<file path="config.mk">
export PLATFORM = sky130hd
export DESIGN_NAME = nmea_gga_position_filter
export DESIGN_NICKNAME = d
export VERILOG_FILES = /design/src/rtl/core/gga_pkg.sv /design/src/rtl/core/gga_mem.sv /design/src/rtl/core/gga_parse.sv /design/src/rtl/core/gga_emit.sv /design/src/rtl/core/nmea_gga_position_filter.sv
export SDC_FILE = /design/constraint.sdc
export NUM_CORES = 1
export LEC_CHECK = 0
export BUFFER_PORTS_ARGS = -buffer_cell sky130_fd_sc_hd__buf_2
export CELL_PAD_IN_SITES_DETAIL_PLACEMENT = 0
export CELL_PAD_IN_SITES_GLOBAL_PLACEMENT = 1
export CORE_ASPECT_RATIO = 0.6
export CORE_MARGIN = 3
export CORE_UTILIZATION = 30
export CTS_BUF_LIST = sky130_fd_sc_hd__clkbuf_2 sky130_fd_sc_hd__clkbuf_4 sky130_fd_sc_hd__clkbuf_8
export CTS_CLUSTER_SIZE = 10
export DETAILED_ROUTE_END_ITERATION = 8
export PLACE_DENSITY_LB_ADDON = 0.2
export SLEW_MARGIN = 15
export SYNTH_ARGS = -nofsm -noshare
export SYNTH_HDL_FRONTEND = slang
export SYNTH_SLANG_ARGS = --single-unit
</file>
<file path="constraint.sdc">
create_clock -name clk -period 5.15 [get_ports clk]
set_input_delay 0.7725 -clock clk [delete_from_list [all_inputs] [get_ports clk]]
set_output_delay 0.7725 -clock clk [all_outputs]
set_load 0.01 [all_outputs]
</file>
<file path="src/rtl/core/gga_pkg.sv">
// Shared types, character codes and text tables for the GGA position filter.
`default_nettype none

package gga_pkg;

    localparam int LEN_W = 4;   // field length counters and emit index (stores are at most 15)

    localparam logic [7:0] CHAR_NUL   = 8'h00;
    localparam logic [7:0] CHAR_LF    = 8'h0A;
    localparam logic [7:0] CHAR_CR    = 8'h0D;
    localparam logic [7:0] CHAR_COMMA = 8'h2C;
    localparam logic [7:0] FIX_GPS    = 8'h31;
    localparam logic [7:0] FIX_DGPS   = 8'h32;

    localparam logic [2:0] TOK_LAT = 3'd3;
    localparam logic [2:0] TOK_NS  = 3'd4;
    localparam logic [2:0] TOK_LON = 3'd5;
    localparam logic [2:0] TOK_EW  = 3'd6;
    localparam logic [2:0] TOK_FIX = 3'd7;

    localparam logic [1:0] SLOT_LAT = 2'd0;
    localparam logic [1:0] SLOT_NS  = 2'd1;
    localparam logic [1:0] SLOT_LON = 2'd2;
    localparam logic [1:0] SLOT_EW  = 2'd3;

    localparam logic [LEN_W-1:0] LAT_LABEL_LEN = LEN_W'(5);
    localparam logic [LEN_W-1:0] LON_LABEL_LEN = LEN_W'(8);

    // start request handed from the parser to the emitter on a printing newline
    typedef struct packed {
        logic                  start;
        logic                  trunc;
        logic [3:0][LEN_W-1:0] len;     // indexed by SLOT_*
    } emit_req_t;

    function automatic logic [7:0] tag_char(input logic [2:0] idx);
        logic [7:0] c;
        case (idx)
            3'd0:    c = 8'h24;   // $
            3'd1:    c = 8'h47;   // G
            3'd2:    c = 8'h4E;   // N
            3'd3:    c = 8'h47;   // G
            3'd4:    c = 8'h47;   // G
            3'd5:    c = 8'h41;   // A
            default: c = 8'h00;
        endcase
        return c;
    endfunction

    function automatic logic [7:0] lat_label_char(input logic [LEN_W-1:0] idx);
        logic [7:0] c;
        case (idx)
            4'd0:    c = 8'h4C;   // L
            4'd1:    c = 8'h61;   // a
            4'd2:    c = 8'h74;   // t
            4'd3:    c = 8'h3A;   // :
            default: c = 8'h20;
        endcase
        return c;
    endfunction

    function automatic logic [7:0] lon_label_char(input logic [LEN_W-1:0] idx);
        logic [7:0] c;
        case (idx)
            4'd1:    c = 8'h7C;   // |
            4'd3:    c = 8'h4C;   // L
            4'd4:    c = 8'h6F;   // o
            4'd5:    c = 8'h6E;   // n
            4'd6:    c = 8'h3A;   // :
            default: c = 8'h20;
        endcase
        return c;
    endfunction

endpackage

`default_nettype wire

</file>
<file path="src/rtl/core/gga_mem.sv">
// Field character store: one write port, one registered read port.
`default_nettype none

module gga_mem #(
    parameter int DEPTH = 28,
    parameter int AW    = 5
) (
    input  wire logic          clk,
    input  wire logic          wr_en,
    input  wire logic [AW-1:0] wr_addr,
    input  wire logic [7:0]    wr_data,
    input  wire logic          rd_en,
    input  wire logic [AW-1:0] rd_addr,
    output logic      [7:0]    rd_data
);

    logic [7:0] mem [DEPTH];

    always_ff @(posedge clk)
    begin
        if (wr_en)
        begin
            mem[wr_addr] <= wr_data;
        end
    end

    always_ff @(posedge clk)
    begin
        if (rd_en)
        begin
            rd_data <= mem[rd_addr];
        end
    end

endmodule

`default_nettype wire

</file>
<file path="src/rtl/core/gga_parse.sv">
// Line parser: prefix check, token split, field capture into the store.
`default_nettype none

module gga_parse
    import gga_pkg::*;
#(
    parameter int LINE_CAP  = 100,
    parameter int COORD_MAX = 12,
    parameter int HEMI_MAX  = 2,
    parameter int POS_W     = 7,
    parameter int AW        = 5
) (
    input  wire logic          clk,
    input  wire logic          rst_n,
    input  wire logic          take,      // item accepted this cycle
    input  wire logic [7:0]    rx_byte,
    output logic               wr_en,
    output logic      [AW-1:0] wr_addr,
    output logic      [7:0]    wr_data,
    output emit_req_t          req
);

    localparam int BASE_NS  = COORD_MAX;
    localparam int BASE_LON = COORD_MAX + HEMI_MAX;
    localparam int BASE_EW  = 2 * COORD_MAX + HEMI_MAX;

    logic [POS_W-1:0]      pos_reg, pos_next;
    logic                  prefix_reg, prefix_next;
    logic [2:0]            tc_reg, tc_next;
    logic                  in_tok_reg, in_tok_next;
    logic [3:0][LEN_W-1:0] len_reg, len_next;
    logic [7:0]            fix_reg, fix_next;
    logic                  fix_seen_reg, fix_seen_next;
    logic                  trunc_reg, trunc_next;
    logic                  ended_reg, ended_next;

    always_comb
    begin
        logic [2:0]       tc;
        logic [1:0]       slot;
        logic             hit;
        logic [LEN_W-1:0] cap;
        logic [AW-1:0]    base;

        pos_next      = pos_reg;
        prefix_next   = prefix_reg;
        tc_next       = tc_reg;
        in_tok_next   = in_tok_reg;
        len_next      = len_reg;
        fix_next      = fix_reg;
        fix_seen_next = fix_seen_reg;
        trunc_next    = trunc_reg;
        ended_next    = ended_reg;
        wr_en         = 1'b0;
        wr_addr       = '0;
        wr_data       = rx_byte;
        req           = '0;
        tc            = tc_reg;
        slot          = SLOT_LAT;
        hit           = 1'b0;
        cap           = LEN_W'(COORD_MAX);
        base          = '0;

        if (take)
        begin
            if (rx_byte == CHAR_LF)
            begin
                req.start = prefix_reg && (pos_reg >= POS_W'(6)) && fix_seen_reg &&
                            (fix_reg == FIX_GPS || fix_reg == FIX_DGPS);
                req.trunc = trunc_reg;
                req.len   = len_reg;
                pos_next      = '0;
                prefix_next   = 1'b1;
                tc_next       = '0;
                in_tok_next   = 1'b0;
                len_next      = '0;
                fix_next      = '0;
                fix_seen_next = 1'b0;
                trunc_next    = 1'b0;
                ended_next    = 1'b0;
            end
            else if (rx_byte != CHAR_CR && pos_reg < POS_W'(LINE_CAP - 1))
            begin
                if (!ended_reg)
                begin
                    if (rx_byte == CHAR_NUL)
                    begin
                        ended_next = 1'b1;
                    end
                    else
                    begin
                        if (pos_reg < POS_W'(6) && rx_byte != tag_char(pos_reg[2:0]))
                        begin
                            prefix_next = 1'b0;
                        end
                        if (rx_byte == CHAR_COMMA)
                        begin
                            in_tok_next = 1'b0;
                        end
                        else
                        begin
                            if (!in_tok_reg && tc_reg != TOK_FIX)
                            begin
                                tc = tc_reg + 3'd1;
                            end
                            in_tok_next = 1'b1;
                            tc_next     = tc;
                            if (!in_tok_reg && tc == TOK_FIX && !fix_seen_reg)
                            begin
                                fix_next      = rx_byte;
                                fix_seen_next = 1'b1;
                            end
                            case (tc)
                                TOK_LAT:
                                begin
                                    hit = 1'b1; slot = SLOT_LAT;
                                    cap = LEN_W'(COORD_MAX); base = '0;
                                end
                                TOK_NS:
                                begin
                                    hit = 1'b1; slot = SLOT_NS;
                                    cap = LEN_W'(HEMI_MAX); base = AW'(BASE_NS);
                                end
                                TOK_LON:
                                begin
                                    hit = 1'b1; slot = SLOT_LON;
                                    cap = LEN_W'(COORD_MAX); base = AW'(BASE_LON);
                                end
                                TOK_EW:
                                begin
                                    hit = 1'b1; slot = SLOT_EW;
                                    cap = LEN_W'(HEMI_MAX); base = AW'(BASE_EW);
                                end
                                default:
                                begin
                                    hit = 1'b0;
                                end
                            endcase
                            if (hit)
                            begin
                                if (len_reg[slot] < cap)
                                begin
                                    wr_en          = 1'b1;
                                    wr_addr        = base + AW'(len_reg[slot]);
                                    len_next[slot] = len_reg[slot] + LEN_W'(1);
                                end
                                else
                                begin
                                    trunc_next = 1'b1;
                                end
                            end
                        end
                    end
                end
                // a NUL inside the tag spoils the prefix
                if ((ended_reg || rx_byte == CHAR_NUL) && pos_reg < POS_W'(6))
                begin
                    prefix_next = 1'b0;
                end
                pos_next = pos_reg + POS_W'(1);
            end
        end
    end

    always_ff @(posedge clk or negedge rst_n)
    begin
        if (!rst_n)
        begin
            pos_reg      <= '0;
            prefix_reg   <= 1'b1;
            tc_reg       <= '0;
            in_tok_reg   <= 1'b0;
            len_reg      <= '0;
            fix_reg      <= '0;
            fix_seen_reg <= 1'b0;
            trunc_reg    <= 1'b0;
            ended_reg    <= 1'b0;
        end
        else
        begin
            pos_reg      <= pos_next;
            prefix_reg   <= prefix_next;
            tc_reg       <= tc_next;
            in_tok_reg   <= in_tok_next;
            len_reg      <= len_next;
            fix_reg      <= fix_next;
            fix_seen_reg <= fix_seen_next;
            trunc_reg    <= trunc_next;
            ended_reg    <= ended_next;
        end
    end

endmodule

`default_nettype wire

</file>
<file path="src/rtl/core/gga_emit.sv">
// Output sequencer: walks labels and stored fields, one character per item.
`default_nettype none

module gga_emit
    import gga_pkg::*;
#(
    parameter int COORD_MAX = 12,
    parameter int HEMI_MAX  = 2,
    parameter int AW        = 5
) (
    input  wire logic          clk,
    input  wire logic          rst_n,
    input  emit_req_t          req,
    output logic               idle,
    output logic               rd_en,
    output logic      [AW-1:0] rd_addr,
    input  wire logic [7:0]    rd_data,
    output logic               out_valid,
    input  wire logic          out_ready,
    output logic      [7:0]    out_char,
    output logic               last_char,
    output logic               clipped
);

    localparam int BASE_NS  = COORD_MAX;
    localparam int BASE_LON = COORD_MAX + HEMI_MAX;
    localparam int BASE_EW  = 2 * COORD_MAX + HEMI_MAX;

    typedef enum logic [2:0] {
        ST_IDLE  = 3'b001,
        ST_FETCH = 3'b010,
        ST_SHOW  = 3'b100
    } state_t;

    typedef enum logic [7:0] {
        SEG_LAT_LBL = 8'b0000_0001,
        SEG_LAT     = 8'b0000_0010,
        SEG_NS      = 8'b0000_0100,
        SEG_LON_LBL = 8'b0000_1000,
        SEG_LON     = 8'b0001_0000,
        SEG_EW      = 8'b0010_0000,
        SEG_CR      = 8'b0100_0000,
        SEG_LF      = 8'b1000_0000
    } seg_t;

    state_t                state_reg, state_next;
    seg_t                  seg_reg, seg_next;
    logic [LEN_W-1:0]      idx_reg, idx_next;
    logic [3:0][LEN_W-1:0] len_reg, len_next;
    logic                  trunc_reg, trunc_next;

    logic [LEN_W-1:0]      seg_len;
    seg_t                  seg_after;
    logic [AW-1:0]         seg_base;

    always_comb
    begin
        case (seg_reg)
            SEG_LAT_LBL: begin seg_len = LAT_LABEL_LEN;    seg_after = SEG_LAT;     end
            SEG_LAT:     begin seg_len = len_reg[SLOT_LAT]; seg_after = SEG_NS;      end
            SEG_NS:      begin seg_len = len_reg[SLOT_NS];  seg_after = SEG_LON_LBL; end
            SEG_LON_LBL: begin seg_len = LON_LABEL_LEN;    seg_after = SEG_LON;     end
            SEG_LON:     begin seg_len = len_reg[SLOT_LON]; seg_after = SEG_EW;      end
            SEG_EW:      begin seg_len = len_reg[SLOT_EW];  seg_after = SEG_CR;      end
            SEG_CR:      begin seg_len = LEN_W'(1);        seg_after = SEG_LF;      end
            SEG_LF:      begin seg_len = LEN_W'(1);        seg_after = SEG_LF;      end
            default:     begin seg_len = LEN_W'(1);        seg_after = SEG_LF;      end
        endcase
    end

    always_comb
    begin
        case (seg_reg)
            SEG_NS:  seg_base = AW'(BASE_NS);
            SEG_LON: seg_base = AW'(BASE_LON);
            SEG_EW:  seg_base = AW'(BASE_EW);
            default: seg_base = '0;
        endcase
    end

    assign rd_addr = seg_base + AW'(idx_reg);

    always_comb
    begin
        case (seg_reg)
            SEG_LAT_LBL: out_char = lat_label_char(idx_reg);
            SEG_LON_LBL: out_char = lon_label_char(idx_reg);
            SEG_CR:      out_char = CHAR_CR;
            SEG_LF:      out_char = CHAR_LF;
            default:     out_char = rd_data;
        endcase
    end

    assign idle      = (state_reg == ST_IDLE);
    assign out_valid = (state_reg == ST_SHOW);
    assign last_char = (seg_reg == SEG_LF);
    assign clipped   = trunc_reg;

    always_comb
    begin
        state_next = state_reg;
        seg_next   = seg_reg;
        idx_next   = idx_reg;
        len_next   = len_reg;
        trunc_next = trunc_reg;
        rd_en      = 1'b0;
        case (state_reg)
            ST_IDLE:
            begin
                if (req.start)
                begin
                    len_next   = req.len;
                    trunc_next = req.trunc;
                    seg_next   = SEG_LAT_LBL;
                    idx_next   = '0;
                    state_next = ST_FETCH;
                end
            end
            ST_FETCH:
            begin
                // empty fields are passed over without a character
                if (seg_len == '0)
                begin
                    seg_next = seg_after;
                    idx_next = '0;
                end
                else
                begin
                    rd_en      = 1'b1;
                    state_next = ST_SHOW;
                end
            end
            ST_SHOW:
            begin
                if (out_ready)
                begin
                    if (seg_reg == SEG_LF)
                    begin
                        state_next = ST_IDLE;
                    end
                    else if (idx_reg + LEN_W'(1) == seg_len)
                    begin
                        seg_next   = seg_after;
                        idx_next   = '0;
                        state_next = ST_FETCH;
                    end
                    else
                    begin
                        idx_next   = idx_reg + LEN_W'(1);
                        state_next = ST_FETCH;
                    end
                end
            end
            default:
            begin
                state_next = ST_IDLE;
            end
        endcase
    end

    always_ff @(posedge clk or negedge rst_n)
    begin
        if (!rst_n)
        begin
            state_reg <= ST_IDLE;
            seg_reg   <= SEG_LAT_LBL;
            idx_reg   <= '0;
        end
        else
        begin
            state_reg <= state_next;
            seg_reg   <= seg_next;
            idx_reg   <= idx_next;
        end
    end

    always_ff @(posedge clk)
    begin
        len_reg   <= len_next;
        trunc_reg <= trunc_next;
    end

endmodule

`default_nettype wire

</file>
<file path="src/rtl/core/nmea_gga_position_filter.sv">
// Top level of the GGA position filter: parser, field store and output sequencer.
//
//  channel | dir | handshake            | payload
//  --------+-----+----------------------+------------------------------------
//  rx      | in  | in_valid / in_ready  | rx_byte[7:0]
//  tx      | out | out_valid / out_ready| out_char[7:0], last_char, clipped
//
//  Ordinary bytes are taken back to back while the sequencer is idle.
//  A printing newline is taken like any other byte; then each output character
//  needs a store read, then presentation, and each empty field adds a skip step.
//  in_ready is low from the cycle after a printing newline until the LF is taken.
//  out_ready low holds the current character; reset needs no clearing pass.
`default_nettype none

module nmea_gga_position_filter
    import gga_pkg::*;
#(
    parameter int LINE_CAP  = 100,
    parameter int COORD_MAX = 12,
    parameter int HEMI_MAX  = 2
) (
    input  wire logic       clk,
    input  wire logic       rst_n,
    input  wire logic       in_valid,
    output logic            in_ready,
    input  wire logic [7:0] rx_byte,
    output logic            out_valid,
    input  wire logic       out_ready,
    output logic      [7:0] out_char,
    output logic            last_char,
    output logic            clipped
);

    localparam int POS_W     = $clog2(LINE_CAP);
    localparam int MEM_DEPTH = 2 * (COORD_MAX + HEMI_MAX);
    localparam int AW        = $clog2(MEM_DEPTH);

    logic          take;
    logic          idle;
    emit_req_t     req;
    logic          wr_en;
    logic [AW-1:0] wr_addr;
    logic [7:0]    wr_data;
    logic          rd_en;
    logic [AW-1:0] rd_addr;
    logic [7:0]    rd_data;

    assign in_ready = idle;
    assign take     = in_valid && in_ready;

    gga_parse #(
        .LINE_CAP  (LINE_CAP),
        .COORD_MAX (COORD_MAX),
        .HEMI_MAX  (HEMI_MAX),
        .POS_W     (POS_W),
        .AW        (AW)
    ) u_parse (
        .clk     (clk),
        .rst_n   (rst_n),
        .take    (take),
        .rx_byte (rx_byte),
        .wr_en   (wr_en),
        .wr_addr (wr_addr),
        .wr_data (wr_data),
        .req     (req)
    );

    gga_mem #(
        .DEPTH (MEM_DEPTH),
        .AW    (AW)
    ) u_mem (
        .clk     (clk),
        .wr_en   (wr_en),
        .wr_addr (wr_addr),
        .wr_data (wr_data),
        .rd_en   (rd_en),
        .rd_addr (rd_addr),
        .rd_data (rd_data)
    );

    gga_emit #(
        .COORD_MAX (COORD_MAX),
        .HEMI_MAX  (HEMI_MAX),
        .AW        (AW)
    ) u_emit (
        .clk       (clk),
        .rst_n     (rst_n),
        .req       (req),
        .idle      (idle),
        .rd_en     (rd_en),
        .rd_addr   (rd_addr),
        .rd_data   (rd_data),
        .out_valid (out_valid),
        .out_ready (out_ready),
        .out_char  (out_char),
        .last_char (last_char),
        .clipped   (clipped)
    );

    // store is never written while the sequencer reads it
    a_no_write_while_busy: assert property (@(posedge clk) disable iff (!rst_n)
        !idle |-> !wr_en)
        else $error("field store written during output");

    a_start_blocks_input: assert property (@(posedge clk) disable iff (!rst_n)
        req.start |=> !in_ready)
        else $error("input not held off after printing newline");

    a_lf_releases_input: assert property (@(posedge clk) disable iff (!rst_n)
        (out_valid && out_ready && last_char) |=> in_ready)
        else $error("input not reopened after final LF");

    a_no_overlap: assert property (@(posedge clk) disable iff (!rst_n)
        in_ready |-> !out_valid)
        else $error("input open while a character is shown");

endmodule

`default_nettype wire

</file>
==> results.toml <==
[clock_network]
cts_hold_buf = 0
clk_latency_ps = 600
cts_tree = "built"
clock_path_buffers = 3
numCtsBuffers = 46
clkSinkCount = 303
root_buffer = "clkbuf_8"
postCtsSetupBuffers = 0
path_clk_slew_ps = 70
htreeDepth = 2
cts_resized = 0

[synthesis]
post-synth-top-area-fraction = 0.546
synth.avg_cell_area_um2 = 15.2
synth_fp_nets = 934
ys_seq_area_frac = 0.645
synth.most_common_cell = "edfxtp_1"
yosys-top-cells-area = "edfxtp_1, mux4_2, dfrtp_1, nand2_1, ha_1"
synth_edf_count = 249
synth_warnings = 0
post_synth_num_cell_types = 82
async_reset_ff_frac = 0.178
ys_ff_latch = 303
synthCells = 901
ys_top_cells_by_count = "edfxtp_1, nand2_1, mux4_2"
ys.flop_type = "edfxtp_1"
syn_area_um2 = 13700
synth.largest_area_cell = "edfxtp_1"

[timing]
period_needed_ps = 4740
min_period_over_period = 0.920
timing.hold.ws_ps = 319
fin_ws_ps = 414
fin_setup_tns_ps = 0
rsz0062_at_grt = "false"
skew_ps = 31.3
relSlewSlack = 0.285
tightest_slew_ps = 1070
finalHoldViolCount = 0
slew_violations = 0
fmax_mhz = 211
setup_viol = 0

[final_layout]
multiInputGateArea_um2 = 4730
syn2layout_area_growth_pct = 15.4
drive_gt1_frac = 0.268
antenna_cells = 0
final_nets = 1013
nFillCells = 4204
seq_area_um2 = 8840
stdcell_area_um2 = 15800
largest_register_ffs = 224

[power]
power.density_nw_per_um2 = 371
power_switching_mw = 1.77
switching_share = 0.302
worst_ir_drop_vdd_mv = 0.176
p_leak_nw = 5.32
sequentialPowerShare = 0.481
power_mw = 5.86
p_clk_frac = 0.346
p_int_mw = 4.09
combPwrFrac = 0.173

[worst_setup_path]
ff2ff_setup_slack_ps = 410
critical_path_required_ps = 5430
crit_path_end_kind = "register"
worstReg2RegEnd = "u_mem.mem[16][7]"
critPathKind = "reg2reg"
cp_data_arrival_time_ps = 5010
reg2reg_depth = 13
crit_slowest_cell = "a222oi_1"
path_max_fanout = 29
start_kind = "register"
slowest_delay_ps = 640
critPathTopFamily = "simple AND/OR/NAND/NOR gates"
worstPathCellList = "ha_1 > ha_1 > nor2_2 > mux2i_1 > and2_1 > a222oi_1 > ha_1 > a21oi_1 > nand4b_1 > buf_4 > or2_2 > nor4_1 > buf_4"
r2r-start = "u_parse.tc_reg[0]"
worst-path-buf-inv = 2
cp_common_cell = "ha_1"
crit_cells = 13

[routing]
drt_wl_total_um = 36600
vias_per_cell = 5.11
drt_first_iter_violations = 774
firstDrtPassIters = 5
postRouteAntennaNets = 0
vias = 8156
wire_per_inst_um = 23.0
drcViolationCount = 0

[floorplan]
die_y_um = 172
die_area_um2 = 48400
start_util = 0.310
num_rows = 59
fp.dieW_um = 282
io_pins = 24
coreArea_um2 = 44200

[min_path]
hold_path_class = "in2async"

[job]
drv_cap = 0

[placed_design]
gp_congestion = 0.790
dp_worst_setup_slack_ps = 469
io_buffers = 23
hpwl_um = 24900
placed_area_um2 = 14900

[global_routing]
antenna_found_initial = 0
grt_max_degree = 57
grt_pass1_vias = 8156
grt_pass1_wl_um = 55000
overflow = 0
grt_usage = 0.155

[outcome]
status = "completed"
==> layout make-up <==
class / instances / area share
inverter: 22 / 0.00522
clock inverter: 23 / 0.0108
sequential: 303 / 0.559
tap: 579 / 0.0458
timing repair buffer: 76 / 0.0332
clock buffer: 61 / 0.0472
multi-input combinational: 531 / 0.299
==> cell usage in the layout (no fill, tap or decap), types with 7 or more instances in the layout <==
cell type | Yosys | final
o21ai_0 | 47 | 47
nor4_2 | 2 | 18
nor3_1 | 13 | 13
inv_1 | 22 | 22
buf_4 | 1 | 52
ha_1 | 19 | 18
nand3b_1 | 9 | 9
clkinv_1 | 0 | 13
mux2i_1 | 15 | 15
xor2_1 | 7 | 7
nand4_1 | 17 | 17
nand2b_1 | 8 | 8
and2_1 | 17 | 17
clkbuf_4 | 0 | 15
clkbuf_8 | 0 | 46
mux2_2 | 7 | 7
nand3_1 | 26 | 26
nand2_1 | 66 | 66
nor4_1 | 30 | 14
mux4_2 | 64 | 64
dfrtp_1 | 51 | 50
xnor2_1 | 12 | 9
nor2_1 | 36 | 36
a21oi_1 | 13 | 13
edfxtp_1 | 249 | 249
buf_2 | 10 | 23
==> how the worst max path moves through the flow <==
stage | from | end
2_1_floorplan | u_parse.tc_reg[0] | u_mem.mem[10][0]
3_3_place_gp | u_parse.tc_reg[0] | u_mem.mem[16][0]
3_5_place_dp | u_parse.tc_reg[0] | u_mem.mem[16][0]
4_1_cts | u_parse.tc_reg[0] | u_mem.mem[16][2]
5_1_grt | u_parse.tc_reg[0] | u_mem.mem[16][6]
6_report | u_parse.tc_reg[0] | u_mem.mem[16][7]
==> kinds of logic (layout without fill, tap and decap cells) <==
kind of cell / count (synthesis) / count (layout) / synth area share
DFF: 303 / 303 / 0.645
buffers and inverters: 67 / 182 / 0.0201
AOI/OAI and AO/OA: 123 / 123 / 0.0629
muxes: 92 / 92 / 0.128
and+or+nand+nor: 276 / 276 / 0.112
adders and majority gates: 21 / 21 / 0.0203
xor gates and xnor gates: 19 / 19 / 0.0121
==> metrics by stage <==
step            util  instances
6_report       0.358       1595
5_1_grt        0.358       1595
4_1_cts        0.357       1595
3_5_place_dp   0.337       1511
3_3_place_gp   0.337       1511
2_1_floorplan      -        901
==> power groups by stage <==
stage	combinational (mW)	clock (mW)	sequential, mW
floorplan	0.678	0	2.82
global placement	1.03	0	2.87
detailed placement	1.02	0	2.87
CTS	1.02	2.11	2.82
global route	1.14	2.23	2.83
finish	1.02	2.03	2.82
==> routing by layer <==
| metal | up-vias | track usage | wire [um] |
|---|---|---|---|
| met5 | - | 0.0217 | 145 |
| li1 | 3744 | - | - |
| met4 | 2 | 0.0320 | 514 |
| met3 | 46 | 0.0422 | 2440 |
| met2 | 222 | 0.191 | 13400 |
| met1 | 4142 | 0.258 | 20100 |
(Power assumes the default switching activity.)
